[config.mk]
export PLATFORM = sky130hd
export DESIGN_NAME = iimg_queue
export DESIGN_NICKNAME = d
export VERILOG_FILES = /design/src/rtl/core/iimg_pkg.sv /design/src/rtl/core/iimg_queue.sv
export SDC_FILE = /design/constraint.sdc
export NUM_CORES = 1
export LEC_CHECK = 0
export CAP_MARGIN = 20
export CORE_MARGIN = 2
export CORE_UTILIZATION = 40
export CTS_CLUSTER_DIAMETER = 60
export DETAILED_ROUTE_END_ITERATION = 10
export DONT_BUFFER_PORTS = 1
export PLACE_DENSITY = 0.55
export SLEW_MARGIN = 25
export SYNTH_ARGS = -nofsm -noshare
export SYNTH_HDL_FRONTEND = slang
export SYNTH_SLANG_ARGS = --single-unit
[constraint.sdc]
create_clock -name clk -period 7.47 [get_ports clk]
set_input_delay 1.1205 -clock clk [delete_from_list [all_inputs] [get_ports clk]]
set_output_delay 1.1205 -clock clk [all_outputs]
set_load 0.03 [all_outputs]
[src/rtl/core/iimg_pkg.sv]
// shared constants, types and helpers of the rgb integral image block
package iimg_pkg;

  localparam int MAX_WIDTH  = 2048;
  localparam int MAX_HEIGHT = 2048;

  localparam int SIZE_W = 12;
  localparam int COL_W  = (MAX_WIDTH  > 1) ? $clog2(MAX_WIDTH)  : 1;
  localparam int ROW_W  = (MAX_HEIGHT > 1) ? $clog2(MAX_HEIGHT) : 1;

  localparam int PIX_W   = 8;
  localparam int PSQ_W   = 2 * PIX_W;
  localparam int SUM_W   = 30;
  localparam int SQ_W    = 38;
  localparam int LSQ_W   = 39;
  localparam int NCH     = 3;
  localparam int IN_W    = NCH * PIX_W;
  localparam int OUT_RAW = NCH * (SUM_W + SQ_W);
  localparam int OUT_W   = ((OUT_RAW + 7) / 8) * 8;

  localparam int QUEUE_DEPTH = 4;
  localparam int QPTR_W      = $clog2(QUEUE_DEPTH);

  localparam int CFG_AW = 2;

  typedef enum logic [CFG_AW-1:0] {
    CFG_WIDTH  = 2'd0,
    CFG_HEIGHT = 2'd1
  } cfg_reg_t;

  typedef struct packed {
    logic [NCH-1:0][PIX_W-1:0] pix;
    logic [NCH-1:0][PSQ_W-1:0] sq;
    logic [COL_W-1:0]          col;
    logic                      first_col;
    logic                      first_row;
    logic                      frame_end;
  } item_t;

  typedef struct packed {
    logic [NCH-1:0][SUM_W-1:0] sum;
    logic [NCH-1:0][LSQ_W-1:0] sq;
  } line_t;

  typedef struct packed {
    logic [NCH-1:0][SUM_W-1:0] sum;
    logic [NCH-1:0][SQ_W-1:0]  sq;
    logic                      frame_end;
  } result_t;

  function automatic logic [SIZE_W-1:0] clamp_size(input logic [SIZE_W-1:0] v,
                                                   input logic [SIZE_W-1:0] maxv);
    logic [SIZE_W-1:0] r;
    r = v;
    if (v == '0) begin
      r = SIZE_W'(1);
    end else if (v > maxv) begin
      r = maxv;
    end
    return r;
  endfunction

endpackage

[src/rtl/core/iimg_queue.sv]
// short item queue between front and back end
module iimg_queue import iimg_pkg::*; (
  input  logic  clk,
  input  logic  rst_n,
  input  logic  push,
  input  item_t push_item,
  input  logic  pop,
  output logic  full,
  output logic  valid,
  output item_t head
);

  item_t             mem_r [QUEUE_DEPTH];
  logic [QPTR_W-1:0] wr_ptr_r;
  logic [QPTR_W-1:0] rd_ptr_r;
  logic [QPTR_W:0]   count_r;

  assign full  = (count_r == (QPTR_W+1)'(QUEUE_DEPTH));
  assign valid = (count_r != '0);
  assign head  = mem_r[rd_ptr_r];

  always_ff @(posedge clk) begin
    if (push) begin
      mem_r[wr_ptr_r] <= push_item;
    end
  end

  always_ff @(posedge clk) begin
    if (!rst_n) begin
      wr_ptr_r <= '0;
      rd_ptr_r <= '0;
      count_r  <= '0;
    end else begin
      if (push) wr_ptr_r <= wr_ptr_r + QPTR_W'(1);
      if (pop)  rd_ptr_r <= rd_ptr_r + QPTR_W'(1);
      case ({push, pop})
        2'b10:   count_r <= count_r + (QPTR_W+1)'(1);
        2'b01:   count_r <= count_r - (QPTR_W+1)'(1);
        default: count_r <= count_r;
      endcase
    end
  end

endmodule

# Word level (Yosys, flattened, before mapping)
# Memories as Yosys holds them, arrays and structs flattened. A register that Yosys moved wholly into a read port is not among the register bits.
# Cells that the tools add are included.
[word_totals]
out_inout_bits = 88
elab_cells = 18
reg_bits = 7
in_bits = 90
mem_bits_rw = 344
n_memories = 1
[mem_list]
columns = ["memory", "depth", "word_bits", "rd", "rd_ports_with_merged_regs", "write_ports", "line", "rtl"]
rows = [
  ["mem_r", 4, 86, 1, 1, 1, "iimg_queue.sv:13", "item_t mem_r [QUEUE_DEPTH];"],
]
[op_classes]
mux = 5
add_sub_neg = 4
n_eq_ne = 3
reduce_logical = 2
[op_table]
columns = ["cell", "n"]
rows = [
  ["case mux 3 bit (2 select lines)", 1],
  ["adder 2 x 1 -> 2 bit, second input constant", 2],
  ["two-way mux 2 bit", 2],
  ["adder 3 x 1 -> 3 bit, second input constant", 1],
  ["== test 3 bit, second input constant", 1],
  ["nonzero test 3 bit", 1],
  ["subtractor 3 x 1 -> 3 bit, second input constant", 1],
  ["== test 2 x 1 -> 1 bit, second input constant", 1],
  ["== test 2 bit, second input constant", 1],
  ["two-way mux 1 bit", 2],
  ["nonzero test 2 bit", 1],
]

# Longest topological paths before layout
[depth]
word_depth = 3
depth_mapped = 7
mapped_depth_nobuf = 7

# Least setup slack after synthesis
# OpenSTA, ideal clock, no wires.
[synth_timing]
path_type = "input to register"
start = "input port push"
end = "memory mem_r[0][0] (netlist bit) (enable)"
t_arrival_ps = 3117
stages = 1
required_ps = 7016
path_buffers = 0
slack_ps = 3899
setup_time_ps = 454
path_cell_list = "and2_1"
[synth_between]
elab_chain_len = 2
[synth_rtl]
columns = ["element", "line", "rtl"]
rows = [
  ["from (decl)", "iimg_queue.sv:5", "input logic push,"],
  ["two-way mux 1 bit", "iimg_queue.sv:23", "if (push) begin"],
  ["two-way mux 1 bit (implied by the code)", "iimg_queue.sv:24", "mem_r[wr_ptr_r] <= push_item;"],
  ["to (decl)", "iimg_queue.sv:13", ""],
]
# No other way between the ends.

==> flow_metrics.tcl <==
set metrics [dict create \
    clk_latency_ns 0.52 \
    drt_wl_total_mm 23.0 \
    rsz0062_at_grt "false" \
    drv_slew 0 \
    synth.largest_area_cell "edfxtp_1" \
    hpwl_mm 13.8 \
    hold_path_class "reg2reg" \
    vdd_drop_max_mv 0.222 \
    hold_path_depth 2 \
    grt_pass1_vias 5525 \
    antenna_left 0 \
    nFillCells 2541 \
    cts_max_level 2 \
    synth_commonest_cells "344 x edfxtp_1, 86 x mux4_2, 10 x and2_1, 10 x buf_2, 9 x dfxtp_1" \
    synthToLayoutAreaGrowth_pct 13.0 \
    io_pins 178 \
    drt_first_pass_iters 4 \
    gr-total-overflow 0 \
    finClkSkew_ns 0.0106 \
    grt_use_total 0.137 \
    worstPathRequired_ns 6.35 \
    diodes 0 \
    cts_tree "yes" \
    status "finished, final reports clean" \
    total_power_mw 4.59 \
    ff2ff_path_depth 3 \
    path_cells "buf_6, mux4_2" \
    postSynthCellCount 496 \
    core_region_area_um2 31600 \
    critical_path_class "reg2out" \
    clk_path_buf_depth 3 \
    setup-violations-final 0 \
    p_leak_nw 4.51 \
    period_minus_slack_ns 3.95 \
    grt_start_max_net_pins 69 \
    finalHoldViolations 0 \
    fmax_mhz 253 \
    worstPathMaxFanout 48 \
    io_buffers 0 \
    hold_ws_ns 0.522 \
    ys_ff_latch 353 \
    die_w_um 184 \
    wire_per_inst_um 24.0 \
    maxCapViolCount 0 \
    cts-hold-fix-buffers 0 \
    antenna_found_initial 0 \
    grt_pass1_wl_mm 34.4 \
    yosysSeqAreaShare 0.815 \
    seqCellArea_um2 10500 \
    drc 0 \
    ys_warn_count 0 \
    syn_area_um2 12900 \
    root_buffer "clkbuf_16" \
    post-route-period-util 0.528 \
    synthArstFlopShare 0 \
    cpPeakStageDelay_ns 0.89 \
    path_clk_slew_ns 0.05 \
    cp_data_arrival_time_ns 2.83 \
    initial_core_util 0.408 \
    via_per_inst 5.33 \
    clock-sinks 353 \
    synth_top_flop_cell "edfxtp_1" \
    yosys.area.top_type_share 0.801 \
    fin_tns_setup_ns 0 \
    synthMostInstantiatedCell "edfxtp_1" \
    synth_edf_count 344 \
    power_density_nw_per_um2 315 \
    drive_gt1_frac 0.284 \
    synth_cell_types 20 \
    post_cts_buffers 0 \
    layout.nets 620 \
    gp_congestion 0.770 \
    synth_nets 592 \
    numCtsBuffers 40 \
    cp-end-kind "primary output" \
    worst_setup_path_start_kind "flip-flop" \
    cts_resized 0 \
    die_area_um2 33700 \
    tightest_slew_ns 1.00 \
    relSlewSlack 0.332 \
    via_count 5104 \
    cp_slowest_cell "dfxtp_4" \
    num_rows 65 \
    dieHeight_um 184 \
    yosys-top-cells-area "edfxtp_1 80%, mux4_2 15%, dfxtp_1 1.4%" \
    syn_area_per_cell_um2 26.0 \
    multi_input_area_um2 2200 \
    first_iter_violations 311 \
]
[worst max-delay path: cells and delay by family (launching register included)]
kind	cells	cell delay, ns
DFF	1	0.89
muxes	1	0.73
buffers and inverters	1	0.60
[area by class of cell]
type	count	share of cell area
inverter	6	0.00155
timing repair buffer	6	0.00335
tap	402	0.0345
clock inverter	27	0.0178
clock buffer	47	0.0705
sequential	353	0.722
multi-input combinational	117	0.151
[registers in the layout, summed over array words and instances (netlist names), named ones only]
| name | flops |
|---|---|
| wr_ptr_r | 2 |
| rd_ptr_r | 2 |
| mem_r | 344 |
| count_r | 3 |
[cells in the final DEF, fill, tap and decap left out, drive strengths merged, types with 5 or more instances in the layout]
cell	synthesis	routed
and2	10	10
buf	16	6
clkbuf	4	47
clkinv	0	18
dfxtp	9	9
edfxtp	344	344
ha	5	5
inv	6	12
mux4	86	86
[report_power, final]
part	switching (mW)	total [mW]	internal (mW)	leakage [nW]
Sequential	0.0391	2.32	2.28	3.24
Clock	0.762	1.87	1.11	0.636
Combinational	0.277	0.402	0.125	0.639
[stage by stage]
stage | instances | worst slack, ns | instance area [µm²] | util
finish | 958 | 3.52 | 14600 | 0.461
global route | 958 | 3.25 | 14600 | 0.461
CTS | 958 | 3.13 | 14600 | 0.461
detailed placement | 884 | 3.68 | 13300 | 0.420
global placement | 884 | 3.75 | 13300 | 0.420
floorplan | 496 | 3.90 | 12900 | -
[cells by family after synthesis]
group | after synthesis | synth area share
AOI/OAI and AO/OA | 3 | 0.00136
xor gates and xnor gates | 5 | 0.00340
adders and majority gates | 6 | 0.00640
buffers and inverters | 26 | 0.0154
DFF | 353 | 0.815
muxes | 87 | 0.151
and+or+nand+nor | 16 | 0.00738
[per-layer routing]
layer / up-vias / GRT usage / part of all wire
li1: 2187 / - / -
met5: - / 0 / 0
met2: 176 / 0.226 / 0.49
met3: 44 / 0.0515 / 0.093
met4: 0 / 0.0461 / 0.022
met1: 2697 / 0.168 / 0.39
[path summary, 6_finish.rpt]
check | from | end | slack (ns)
worst min-delay path | count_r[2] | count_r[2] | 0.52
worst max register to register | wr_ptr_r[0] | mem_r[1][1] | 5.19
worst min register to register | count_r[2] | count_r[2] | 0.52
worst max-delay path | flip-flop | head[5] | 3.52
No activity file was read; power rests on OpenSTA's default activity.
