===== src/rtl/core/iimg_pkg.sv =====
// shared constants, types and helpers of the rgb integral image block
package iimg_pkg;

  localparam int MAX_WIDTH  = 2048;
  localparam int MAX_HEIGHT = 2048;

  localparam int SIZE_W = 12;
  localparam int COL_W  = (MAX_WIDTH  > 1) ? $clog2(MAX_WIDTH)  : 1;
  localparam int ROW_W  = (MAX_HEIGHT > 1) ? $clog2(MAX_HEIGHT) : 1;

  localparam int PIX_W   = 8;
  localparam int PSQ_W   = 2 * PIX_W;
  localparam int SUM_W   = 30;
  localparam int SQ_W    = 38;
  localparam int LSQ_W   = 39;
  localparam int NCH     = 3;
  localparam int IN_W    = NCH * PIX_W;
  localparam int OUT_RAW = NCH * (SUM_W + SQ_W);
  localparam int OUT_W   = ((OUT_RAW + 7) / 8) * 8;

  localparam int QUEUE_DEPTH = 4;
  localparam int QPTR_W      = $clog2(QUEUE_DEPTH);

  localparam int CFG_AW = 2;

  typedef enum logic [CFG_AW-1:0] {
    CFG_WIDTH  = 2'd0,
    CFG_HEIGHT = 2'd1
  } cfg_reg_t;

  typedef struct packed {
    logic [NCH-1:0][PIX_W-1:0] pix;
    logic [NCH-1:0][PSQ_W-1:0] sq;
    logic [COL_W-1:0]          col;
    logic                      first_col;
    logic                      first_row;
    logic                      frame_end;
  } item_t;

  typedef struct packed {
    logic [NCH-1:0][SUM_W-1:0] sum;
    logic [NCH-1:0][LSQ_W-1:0] sq;
  } line_t;

  typedef struct packed {
    logic [NCH-1:0][SUM_W-1:0] sum;
    logic [NCH-1:0][SQ_W-1:0]  sq;
    logic                      frame_end;
  } result_t;

  function automatic logic [SIZE_W-1:0] clamp_size(input logic [SIZE_W-1:0] v,
                                                   input logic [SIZE_W-1:0] maxv);
    logic [SIZE_W-1:0] r;
    r = v;
    if (v == '0) begin
      r = SIZE_W'(1);
    end else if (v > maxv) begin
      r = maxv;
    end
    return r;
  endfunction

endpackage


===== src/rtl/core/iimg_front.sv =====
// front end: size registers, pixel position counters and per-channel squares
module iimg_front import iimg_pkg::*; (
  input  logic                  clk,
  input  logic                  rst_n,
  input  logic                  cfg_we,
  input  logic [CFG_AW-1:0]     cfg_addr,
  input  logic [SIZE_W-1:0]     cfg_wdata,
  input  logic                  in_valid,
  input  logic [IN_W-1:0]       in_data,
  input  logic                  q_full,
  output logic                  in_ready,
  output logic                  q_push,
  output item_t                 q_item
);

  logic [SIZE_W-1:0] width_r;
  logic [SIZE_W-1:0] height_r;
  logic [COL_W-1:0]  col_r;
  logic [ROW_W-1:0]  row_r;
  logic [SIZE_W-1:0] w_eff;
  logic [SIZE_W-1:0] h_eff;
  logic              last_col;
  logic              last_row;

  assign w_eff = clamp_size(width_r,  SIZE_W'(MAX_WIDTH));
  assign h_eff = clamp_size(height_r, SIZE_W'(MAX_HEIGHT));

  assign last_col = 32'(col_r) >= 32'(w_eff) - 32'd1;
  assign last_row = 32'(row_r) >= 32'(h_eff) - 32'd1;

  assign in_ready = !q_full;
  assign q_push   = in_valid && !q_full;

  always_comb begin
    for (int c = 0; c < NCH; c++) begin
      q_item.pix[c] = in_data[c*PIX_W +: PIX_W];
      q_item.sq[c]  = PSQ_W'(in_data[c*PIX_W +: PIX_W]) * PSQ_W'(in_data[c*PIX_W +: PIX_W]);
    end
    q_item.col       = col_r;
    q_item.first_col = (col_r == '0);
    q_item.first_row = (row_r == '0);
    q_item.frame_end = last_col && last_row;
  end

  always_ff @(posedge clk) begin
    if (!rst_n) begin
      width_r  <= SIZE_W'(MAX_WIDTH);
      height_r <= SIZE_W'(MAX_HEIGHT);
    end else if (cfg_we) begin
      case (cfg_reg_t'(cfg_addr))
        CFG_WIDTH:  width_r  <= cfg_wdata;
        CFG_HEIGHT: height_r <= cfg_wdata;
        default: ;
      endcase
    end
  end

  always_ff @(posedge clk) begin
    if (!rst_n) begin
      col_r <= '0;
      row_r <= '0;
    end else if (q_push) begin
      if (last_col) begin
        col_r <= '0;
        row_r <= last_row ? '0 : row_r + ROW_W'(1);
      end else begin
        col_r <= col_r + COL_W'(1);
      end
    end
  end

endmodule


===== config.mk =====
export PLATFORM = sky130hd
export DESIGN_NAME = iimg_front
export DESIGN_NICKNAME = d
export VERILOG_FILES = /design/src/rtl/core/iimg_pkg.sv /design/src/rtl/core/iimg_front.sv
export SDC_FILE = /design/constraint.sdc
export NUM_CORES = 1
export LEC_CHECK = 0
export BUFFER_PORTS_ARGS = -buffer_cell sky130_fd_sc_hd__buf_2
export CAP_MARGIN = 40
export CORE_ASPECT_RATIO = 1.2
export CORE_MARGIN = 2
export CORE_UTILIZATION = 54
export DETAILED_ROUTE_END_ITERATION = 10
export PLACE_DENSITY = 0.87
export SLEW_MARGIN = 15
export SYNTH_ARGS = -nofsm -noshare
export SYNTH_HDL_FRONTEND = slang
export SYNTH_SLANG_ARGS = --single-unit

===== constraint.sdc =====
create_clock -name clk -period 5.6 [get_ports clk]
set_input_delay 0.84 -clock clk [delete_from_list [all_inputs] [get_ports clk]]
set_output_delay 0.84 -clock clk [all_outputs]
set_load 0.02 [all_outputs]

Yosys cells after proc, flatten, opt, wreduce, memory -nomap -nowiden --
Index checks and enable logic that the tools add are counted.
Word-level totals: logic and storage cells 33, flip-flop bits (word level) 46, output and inout bits 88, input port bits 43
Operators by class: add/sub/neg operators 4, eq/ne operators 1, reductions and logical operators 11, $lt $le $gt $ge 4, multipliers 3, muxes and demuxes 6
Operators with widths (count):
- $ge A11 B32 Y1 | 2
- $mul A8 B8 Y16 | 3
- $mux W12 | 4
- $sub A12 B1 Y13 const B | 2
- $gt A12 B12 Y1 const B | 2
- $logic_not A12 Y1 | 2
- $add A11 B1 Y11 const B | 2
- $logic_not A11 Y1 | 2
- $mux W11 | 2
- $reduce_and A2 Y1 | 3
- $eq A2 B1 Y1 const B | 1
- $logic_and A1 B1 Y1 | 2
- $logic_not A2 Y1 | 1
- $logic_not A1 Y1 | 1

Longest topological paths before layout --
Gate-level depths: netlist (run 1).
depth in word-level cells 6, depth in mapped cells 18, mapped depth without buffers 16

Least setup slack after synthesis (run 1) --
OpenSTA, ideal clock, no wires.
path kind in2out, start point input port in_data[21], end point output port q_item[60] (netlist name), path slack -0.238 ns, data arrival time 4.998 ns, stages 14, path buffers 1, path through clkbuf_1 > nand2_1 > inv_1 > fa_1 > fa_1 > inv_1 > fa_1 > inv_1 > fa_1 > ha_1 > or4_1 > a41o_1 > o41a_1 > xor2_1
RTL lines:
- start, declared | RTL line iimg_front.sv:9 | input logic [IN_W-1:0] in_data,
- end, declared | RTL line iimg_front.sv:13 | output item_t q_item

==> results of run 1 <==
[Yosys cell counts (4+ instances only)]
cell type	number	area (um2)
a211oi_1	15	113
inv_1	130	488
nor2_1	66	248
o31a_1	6	52.6
and3_1	8	50.1
o21a_1	11	82.6
nand2_1	109	409
or3_1	11	68.8
buf_4	32	240
a31oi_1	11	68.8
nor4_1	11	68.8
clkbuf_1	24	90.1
or2_2	4	25.0
nor2b_1	12	75.1
and2_1	51	319
ha_1	113	1410
a21oi_1	43	215
nand4_1	8	50.1
xnor2_1	32	280
fa_1	75	1500
nor3_1	16	80.1
o21ai_0	25	125
or4_1	4	30.0
dfxtp_1	46	921
nand2b_1	17	106
o41ai_1	4	35.0
a21o_1	8	60.1
nand3b_1	4	30.0
nand3_1	18	90.1
xor2_1	23	201
o22ai_1	10	62.6
[power groups by stage]
stage	Combinational, W	Clock, W	Sequential (W)
after floorplan	0.00148	0	0.000348
after global placement	0.00208	0	0.000353
after detailed placement	0.00215	0	0.000353
after CTS	0.00227	0.000320	0.000346
after global routing	0.00274	0.000334	0.000347
final	0.00253	0.000320	0.000346
[stage by stage]
step,hold slack [ps],cell area [um2],worst slack (ps)
6_report,496,10100,-92.3
5_1_grt,528,10100,-206
4_1_cts,497,9780,-14.7
3_5_place_dp,487,9340,-278
3_3_place_gp,473,9340,-217
2_1_floorplan,447,8160,-30.2
[registers in the layout, summed over array words and instances, names as in the netlist]
signal	flops
row_r	11
height_r	12
width_r	12
col_r	11
[repair_timing]
| action | in CTS | in global routing |
|---|---|---|
| gates resized for setup | 73 | 98 |
| buffers inserted | 6 | 4 |
| endpoints found under the setup margin | 9 | 12 |
| pin swaps | 58 | 58 |
[cell type report]
cell class	instances	area, um2
timing repair buffer	223	1550
clock buffer	5	125
clock inverter	3	28.8
inverter	131	497
tap	200	250
fill	998	4390
multi-input combinational	761	6770
sequential	46	921
[cells by family (layout without fill, tap and decap cells)]
| family | count (synthesis) | after routing | synth area share |
|---|---|---|---|
| and+or+nand+nor | 351 | 351 | 0.220 |
| buffers and inverters | 190 | 362 | 0.104 |
| adders and majority gates | 188 | 188 | 0.361 |
| AOI/OAI and AO/OA | 161 | 161 | 0.136 |
| xor gates and xnor gates | 55 | 55 | 0.0597 |
| DFF | 46 | 46 | 0.114 |
| muxes | 3 | 3 | 0.00418 |
| other | 1 | 3 | 0.000464 |
[worst max-delay path, cell delays in order]
cell,delay [ps]
buf_4,140
buf_4,160
and2_1,180
ha_1,220
fa_1,450
ha_1,340
fa_2,640
ha_4,220
a211oi_2,210
nor2_1,100
or4_4,440
a41o_1,210
o41a_1,340
xor2_2,200
buf_6,150
[layer usage]
| metal | vias up | track usage |
|---|---|---|
| met5 | - | 0 |
| met4 | 0 | 0.101 |
| li1 | 3654 | - |
| met3 | 82 | 0.0284 |
| met2 | 281 | 0.487 |
| met1 | 3709 | 0.263 |
[how the worst min path moves through the flow]
| stage | cells after the start | endpoint | startpoint | slack (ps) |
|---|---|---|---|---|
| 2_1_floorplan | 2 | width_r[0]$_SDFFE_PN0P_ | width_r[0]$_SDFFE_PN0P_ | 450 |
| 5_1_grt | 2 | height_r[0]$_SDFFE_PN0P_ | height_r[0]$_SDFFE_PN0P_ | 530 |
| 6_report | 2 | height_r[4]$_SDFFE_PN0P_ | height_r[4]$_SDFFE_PN0P_ | 500 |
| 3_3_place_gp | 2 | height_r[4]$_SDFFE_PN0P_ | height_r[4]$_SDFFE_PN0P_ | 470 |
| 3_5_place_dp | 2 | height_r[4]$_SDFFE_PN0P_ | height_r[4]$_SDFFE_PN0P_ | 490 |
| 4_1_cts | 2 | height_r[4]$_SDFFE_PN0P_ | height_r[4]$_SDFFE_PN0P_ | 500 |
==> flow_summary.ini, run 1 <==
[routing]
num_vias = 7726
met3WireLength_um = 967
avgViaCountPerCell = 5.64
first_pass_iters = 5
wl_met2_um = 11900
drcViolationCount = 0
wirelength_um = 21700
ant_nets = 0
m1WireLength_um = 8060
highest_layer = met4
drt-wirelength-per-cell_um = 15.8
drt_iter0_drc = 482

[cells_and_area]
drive_gt1_frac = 0.302
antenna_cells = 0
area_growth_pct = 25.7
nNetsFinal = 1399
layout.cells.non_filler = 1369
final_common_cell = inv_1
layout_common_cells = inv_1 (108), buf_4 (103), buf_2 (98)
post-route-util = 0.698

[logic_synthesis]
ys_seq_elements = 46
ys_seq_area_frac = 0.114
synth_edf_count = 0
yosysUniqueCellTypes = 63
syn_area_mm2 = 0.00807
yosys_warnings = 0
synthFlopType = dfxtp_1
syn_inst = 995
ys_async_sr_fraction = 0
syn_area_per_cell_um2 = 8.11

[cts]
numCtsBuffers = 5
cts.path.max_buffers = 2
cts_max_level = 2
worstSkewPairLatency_ps = 310
tritoncts = yes
cts-root-buf = clkbuf_16
hold_buffers = 0
clock-sinks = 46
clk_pin_slew_ps = 70

[critical_path]
cp-startpoint = in_data[19]
timing.rr.end = row_r[2]$_SDFFE_PN0P_
cp-end-kind = output pin
startpoint_type = input port
cp_max_fo = 6
endpoint = q_item[60]
cp_data_arrival_time_ps = 4850
path_class = input port to output pin
required_ps = 4760
r2r-start = height_r[7]$_SDFFE_PN0P_
regToRegSetupSlack_ps = 1550
ff2ff_path_depth = 15

[floorplan]
boundaryPins = 131
start_util = 0.556
dieWidth_um = 116
die_h_um = 138
fp.dieArea_mm2 = 0.0160
core_area_mm2 = 0.0145
rows = 48

[run_status]
failed_checks = setup timing
status = finished, violations left

[timing]
finalSetupTns_ps = -249
slew_violations = 0
layout_setup_ws_ps = -92.3
finalCriticalPeriod_ps = 5690
fin_skew_ps = 11.8
rsz0062_at_grt = true
setup_viol_count_final = 4
tightest_slew_ps = 699
finalHoldViolCount = 0
fmaxAchievable_ghz = 0.176
relSlewSlack = 0.531
period_share = 1.02

[grt]
grt_pass1_vias = 7684
grt_max_degree = 27
track_usage = 0.247
overflow = 0
antenna_found_initial = 0
grt_pass1_wl_um = 32600

[worst_hold_path]
min_path_type = flop to flop

[placement]
place_inst = 1351
globalplace.congestion = 0.858
port_buffers = 127
place_hpwl_um = 15500

[power_and_ir_drop]
p_per_area_mw_per_mm2 = 315
peakVddDrop_mv = 0.223
switchingPower_w = 0.00157
p_total_w = 0.00320
seqPwrFrac = 0.108
clkPwrFrac = 0.100
comb_power_share = 0.792
switching_share = 0.490
p_int_w = 0.00163
p_leak_nw = 5.14

[job]
maxCapViolations = 0
Power figures use the tool's default switching activity.
==> run 2, diff against run 1 <==
--- a/config.mk
+++ b/config.mk
@@ -9,9 +9,9 @@
 export CAP_MARGIN = 40
 export CORE_ASPECT_RATIO = 1.2
 export CORE_MARGIN = 2
-export CORE_UTILIZATION = 54
+export CORE_UTILIZATION = 46
 export DETAILED_ROUTE_END_ITERATION = 10
-export PLACE_DENSITY = 0.87
+export PLACE_DENSITY = 0.77
 export SLEW_MARGIN = 15
 export SYNTH_ARGS = -nofsm -noshare
 export SYNTH_HDL_FRONTEND = slang
==> run 2 against run 1 <==
  * The run still ends with setup timing left
  * Count of clock-buffer cells in the layout is the same
  * Die area up 17%
  * Final cell count is 1.8% higher
  * Sequential power is essentially flat
  * Register-to-register slack got worse by 20 ps
  * Clock skew decreased by 6.0 ps
==> flow_summary.ini, run 2 (synthesized netlist as in run 1, its figures left out) <==
[run_status]
status = finished, violations left
failed_checks = setup timing

[power_and_ir_drop]
p_int_w = 0.00164
switchingPower_w = 0.00145
peakVddDrop_mv = 0.272
p_leak_nw = 5.14
p_per_area_mw_per_mm2 = 304
seqPwrFrac = 0.112
clkPwrFrac = 0.112
switching_share = 0.469
comb_power_share = 0.775

[grt]
grt_pass1_vias = 7101
grt_max_degree = 27
grt_pass1_wl_um = 30900
overflow = 0
antenna_found_initial = 0
track_usage = 0.192

[cells_and_area]
layout.cells.non_filler = 1393
layout_common_cells = inv_1 (110), buf_4 (105), nand2_1 (98), buf_2 (98), ha_1 (90)
final_common_cell = inv_1
design_area_mm2 = 0.0102
antenna_cells = 0
area_growth_pct = 25.8
nNetsFinal = 1403
post-route-util = 0.585
reg.largest.list = height_r x12, width_r x12
drive_gt1_frac = 0.301

[worst_hold_path]
min_path_cells = 2
hold_end = width_r[10]$_SDFFE_PN0P_
hold_start = width_r[10]$_SDFFE_PN0P_
min_path_type = flop to flop

[floorplan]
core_area_mm2 = 0.0174
boundaryPins = 131
fp.dieArea_mm2 = 0.0186
dieWidth_um = 125
rows = 53
start_util = 0.465
die_h_um = 149

[critical_path]
path_cells = buf_8 -> and2_4 -> buf_4 -> ha_2 -> nor2_2 -> fa_1 -> fa_1 -> inv_1 -> fa_1 -> ha_4 -> o21ai_2 -> nor2_1 -> o31a_1 -> o2111a_1 -> o41ai_2 -> xor2_1 -> buf_4
cp_common_cell = fa_1
timing.rr.end = row_r[2]$_SDFFE_PN0P_
cp-end-kind = output pin
slowest_stage = fa_1
cp_max_fo = 6
path_class = input port to output pin
startpoint_type = input port
path_delay_family = adder cells
critical-path-max-stage-delay_ps = 550
path_buf_inv = 4
cp_data_arrival_time_ps = 4810
regToRegSetupSlack_ps = 1530
ff2ff_path_depth = 15
required_ps = 4760
r2r-start = width_r[3]$_SDFFE_PN0P_

[timing]
tightest_slew_ps = 705
fmaxAchievable_ghz = 0.177
slew_violations = 0
finalCriticalPeriod_ps = 5650
period_share = 1.01
setup_viol_count_final = 1
fin_skew_ps = 5.79
layout_setup_ws_ps = -51.1
finalHoldViolCount = 0
relSlewSlack = 0.527
finalSetupTns_ps = -51.1
rsz0062_at_grt = true

[cts]
tritoncts = yes
hold_buffers = 0
cts.path.max_buffers = 2
worstSkewPairLatency_ps = 300
clock-sinks = 46
numCtsBuffers = 5
clk_pin_slew_ps = 70
cts-root-buf = clkbuf_16
cts_max_level = 2

[placement]
globalplace.congestion = 0.864
place_hpwl_um = 14700
place_inst = 1376
port_buffers = 127
placed_cell_area_mm2 = 0.00939

[routing]
num_vias = 7311
first_pass_iters = 5
avgViaCountPerCell = 5.25
drt-wirelength-per-cell_um = 13.3
wirelength_um = 18600
ant_nets = 0
drt_iter0_drc = 236
drcViolationCount = 0

[job]
maxCapViolations = 0
==> run 2: cell types whose count changed in the layout (fill, tap and decap cells not counted), moves of 3 or more <==
cell,before,now
buf_8,2,5
buf_12,4,0
ha_2,5,8
ha_1,94,90
==> run 2: stage by stage <==
stage               power, W  worst slack, ps  hold slack, ps
finish               0.00309            -51.1             500
global route         0.00335             -177             532
floorplan            0.00183            -30.2             447
detailed placement   0.00248             -252             493
CTS                  0.00292             1.60             505
global placement     0.00244             -242             475
==> run 2: power groups by stage <==
stage	Sequential [W]	Clock [W]	Combinational, W
floorplan	0.000348	0	0.00148
global placement	0.000353	0	0.00209
detailed placement	0.000354	0	0.00213
CTS	0.000346	0.000353	0.00223
global route	0.000348	0.000364	0.00264
finish	0.000346	0.000347	0.00240
==> run 2: what timing repair did <==
item                       CTS  global route
pin swaps                   52            83
gates resized for setup     56           100
cloned                       0             1
setup endpoints to repair    8            13
hold endpoints to repair     0             0
setup buffers                3             5
==> run 2: worst max path at each step <==
stage / from / to / slack, ps / depth (start not counted)
after floorplan: in_data[21] / q_item[60] / -30 / 14
after global placement: in_data[23] / q_item[60] / -240 / 14
after detailed placement: in_data[23] / q_item[60] / -250 / 14
after CTS: in_data[19] / q_item[60] / 2 / 15
after global routing: in_data[4] / q_item[29] / -180 / 17
final: in_data[4] / q_item[29] / -50 / 17
==> run 2: cell type report <==
cell class	count	area (um2)
Fill cell	1502	7210
Multi-Input combinational cell	761	6740
Timing Repair Buffer	227	1560
Sequential cell	46	921
Inverter	131	492
Tap cell	220	275
Clock buffer	5	125
Clock inverter	3	45.0
==> run 2: worst min-delay path, cell delays in order (launching register included) <==
cell and delay [ps]:
dfxtp_1 340, nand2_1 70, a21oi_1 50
==> run 2: layer usage <==
| layer | routed length, um | vias to the layer above | GRT usage | share of wire |
|---|---|---|---|---|
| li1 | - | 3654 | - | - |
| met1 | 7680 | 3480 | 0.235 | 0.41 |
| met2 | 9900 | 145 | 0.360 | 0.53 |
| met3 | 579 | 32 | 0.0172 | 0.031 |
| met4 | 416 | 0 | 0.0522 | 0.022 |
| met5 | 0 | - | 0 | 0 |
==> run 3, diff against run 2 <==
==> constraint.sdc (replaced) <==
create_clock -name clk -period 5.6 [get_ports clk]
set_input_delay 1.12 -clock clk [delete_from_list [all_inputs] [get_ports clk]]
set_output_delay 1.12 -clock clk [all_outputs]
set_load 0.02 [all_outputs]
==> run 3 against run 2 <==
  * The flow still finishes with violations (setup timing)
  * Utilization is 4.2 points higher
  * Register-to-register slack worse by 80 ps
  * Critical path depth is 2 lower
  * Design area is 7.1% higher
  * Die area stayed put
  * Critical endpoint is now q_item[60]
==> flow_summary.ini, run 3 (synthesized netlist as in run 1, its figures left out) <==
[run_status]
status = finished, violations left
failed_checks = setup timing

[power_and_ir_drop]
p_leak_nw = 5.53
p_int_w = 0.00201
switching_share = 0.442
p_per_area_mw_per_mm2 = 331
peakVddDrop_mv = 0.352
clkPwrFrac = 0.110
comb_power_share = 0.793
switchingPower_w = 0.00159
seqPwrFrac = 0.096

[cts]
clock-sinks = 46
hold_buffers = 0
clk_pin_slew_ps = 60
cts.path.max_buffers = 2
tritoncts = yes
cts-root-buf = clkbuf_16
numCtsBuffers = 5
worstSkewPairLatency_ps = 290
cts_max_level = 2

[placement]
globalplace.congestion = 0.857
placed_cell_area_mm2 = 0.00985
place_inst = 1416
place_hpwl_um = 15500
port_buffers = 127

[critical_path]
startpoint_type = input port
endpoint = q_item[60]
required_ps = 4480
regToRegSetupSlack_ps = 1450
cp-startpoint = in_data[21]
timing.rr.end = row_r[2]$_SDFFE_PN0P_
cp-end-kind = output pin
r2r-start = height_r[7]$_SDFFE_PN0P_
cp_max_fo = 6
ff2ff_path_depth = 15
path_class = input port to output pin
cp_data_arrival_time_ps = 5010

[timing]
relSlewSlack = 0.510
finalHoldViolCount = 0
tightest_slew_ps = 730
whs_ps = 492
finalCriticalPeriod_ps = 6130
fin_skew_ps = 5.97
slew_violations = 0
rsz0062_at_grt = true
fmaxAchievable_ghz = 0.163
period_share = 1.09
setup_viol_count_final = 18
layout_setup_ws_ps = -531

[routing]
drt-wirelength-per-cell_um = 13.9
wirelength_um = 20000
drcViolationCount = 0
drt_iter0_drc = 273
avgViaCountPerCell = 5.30
ant_nets = 0
first_pass_iters = 5
num_vias = 7604

[floorplan]
rows = 53
fp.dieArea_mm2 = 0.0186
boundaryPins = 131
core_area_mm2 = 0.0174
die_h_um = 149
dieWidth_um = 125
start_util = 0.465

[cells_and_area]
layout_common_cells = buf_4 (149), inv_1 (110), ha_1 (97)
final_common_cell = buf_4
fillers = 1413
nNetsFinal = 1446
antenna_cells = 0
area_growth_pct = 34.8
multi_input_area_mm2 = 0.00694
drive_gt1_frac = 0.344
design_area_mm2 = 0.0109
layout.area.seq_um2 = 921
reg.largest.list = height_r x12, width_r x12
layout.cells.non_filler = 1436

[grt]
grt_max_degree = 27
grt_pass1_vias = 7565
track_usage = 0.209
grt_pass1_wl_um = 33500
antenna_found_initial = 0
overflow = 0

[worst_hold_path]
min_path_type = flop to flop

[job]
maxCapViolations = 0
run 3: power by group through the flow:
stage	sequential, W	combinational (W)	clock [W]
3_3_place_gp	0.000353	0.00232	0
3_5_place_dp	0.000354	0.00236	0
2_1_floorplan	0.000348	0.00159	0
5_1_grt	0.000348	0.00311	0.000414
6_report	0.000347	0.00285	0.000397
4_1_cts	0.000346	0.00269	0.000401
run 3: through the flow:
stage	total power [W]	worst slack, ps	TNS, ps	utilization
after global placement	0.00267	-663	-8240	0.567
after global routing	0.00387	-645	-7500	0.626
after detailed placement	0.00271	-722	-9820	0.567
final	0.00360	-531	-5130	0.626
after floorplan	0.00194	-409	-2620	-
after CTS	0.00344	-530	-5450	0.614
run 3: worst min-delay path by stage:
stage | from | to | slack [ps] | cells past startpoint
2_1_floorplan | width_r[0]$_SDFFE_PN0P_ | width_r[0]$_SDFFE_PN0P_ | 450 | 2
3_3_place_gp | height_r[4]$_SDFFE_PN0P_ | height_r[4]$_SDFFE_PN0P_ | 470 | 2
3_5_place_dp | height_r[4]$_SDFFE_PN0P_ | height_r[4]$_SDFFE_PN0P_ | 480 | 2
4_1_cts | height_r[4]$_SDFFE_PN0P_ | height_r[4]$_SDFFE_PN0P_ | 490 | 2
5_1_grt | height_r[4]$_SDFFE_PN0P_ | height_r[4]$_SDFFE_PN0P_ | 520 | 2
6_report | height_r[4]$_SDFFE_PN0P_ | height_r[4]$_SDFFE_PN0P_ | 490 | 2
run 3: timing repair:
action / in CTS / in global routing
cloned: 0 / 0
setup buffers: 7 / 8
pin swaps: 83 / 49
resized for setup: 158 / 54
setup endpoints to repair: 23 / 24
run 3: routing by layer:
| metal | GRT usage | wire length, um | vias to the layer above |
|---|---|---|---|
| met3 | 0.0143 | 591 | 39 |
| met4 | 0.0522 | 419 | 0 |
| met2 | 0.417 | 11000 | 177 |
| li1 | - | - | 3746 |
| met5 | 0 | 0 | - |
| met1 | 0.242 | 8030 | 3642 |
run 3: layout make-up:
type / instances / share of cell area
clock inverters: 2 / 0.00552
multi-input cells: 761 / 0.638
flip-flops and latches: 46 / 0.0846
well taps: 220 / 0.0253
inverters: 131 / 0.0456
clock buffers: 6 / 0.0128
repair buffers: 270 / 0.188
run 3: critical path, stage by stage:
cell and delay [ps]:
buf_12 90, nand2_4 50, fa_1 540, inv_1 60, fa_1 500, inv_1 50, fa_1 490, inv_2 40
fa_1 460, ha_2 210, or4_4 490, a41o_1 220, o41a_1 350, xor2_2 190, buf_6 130
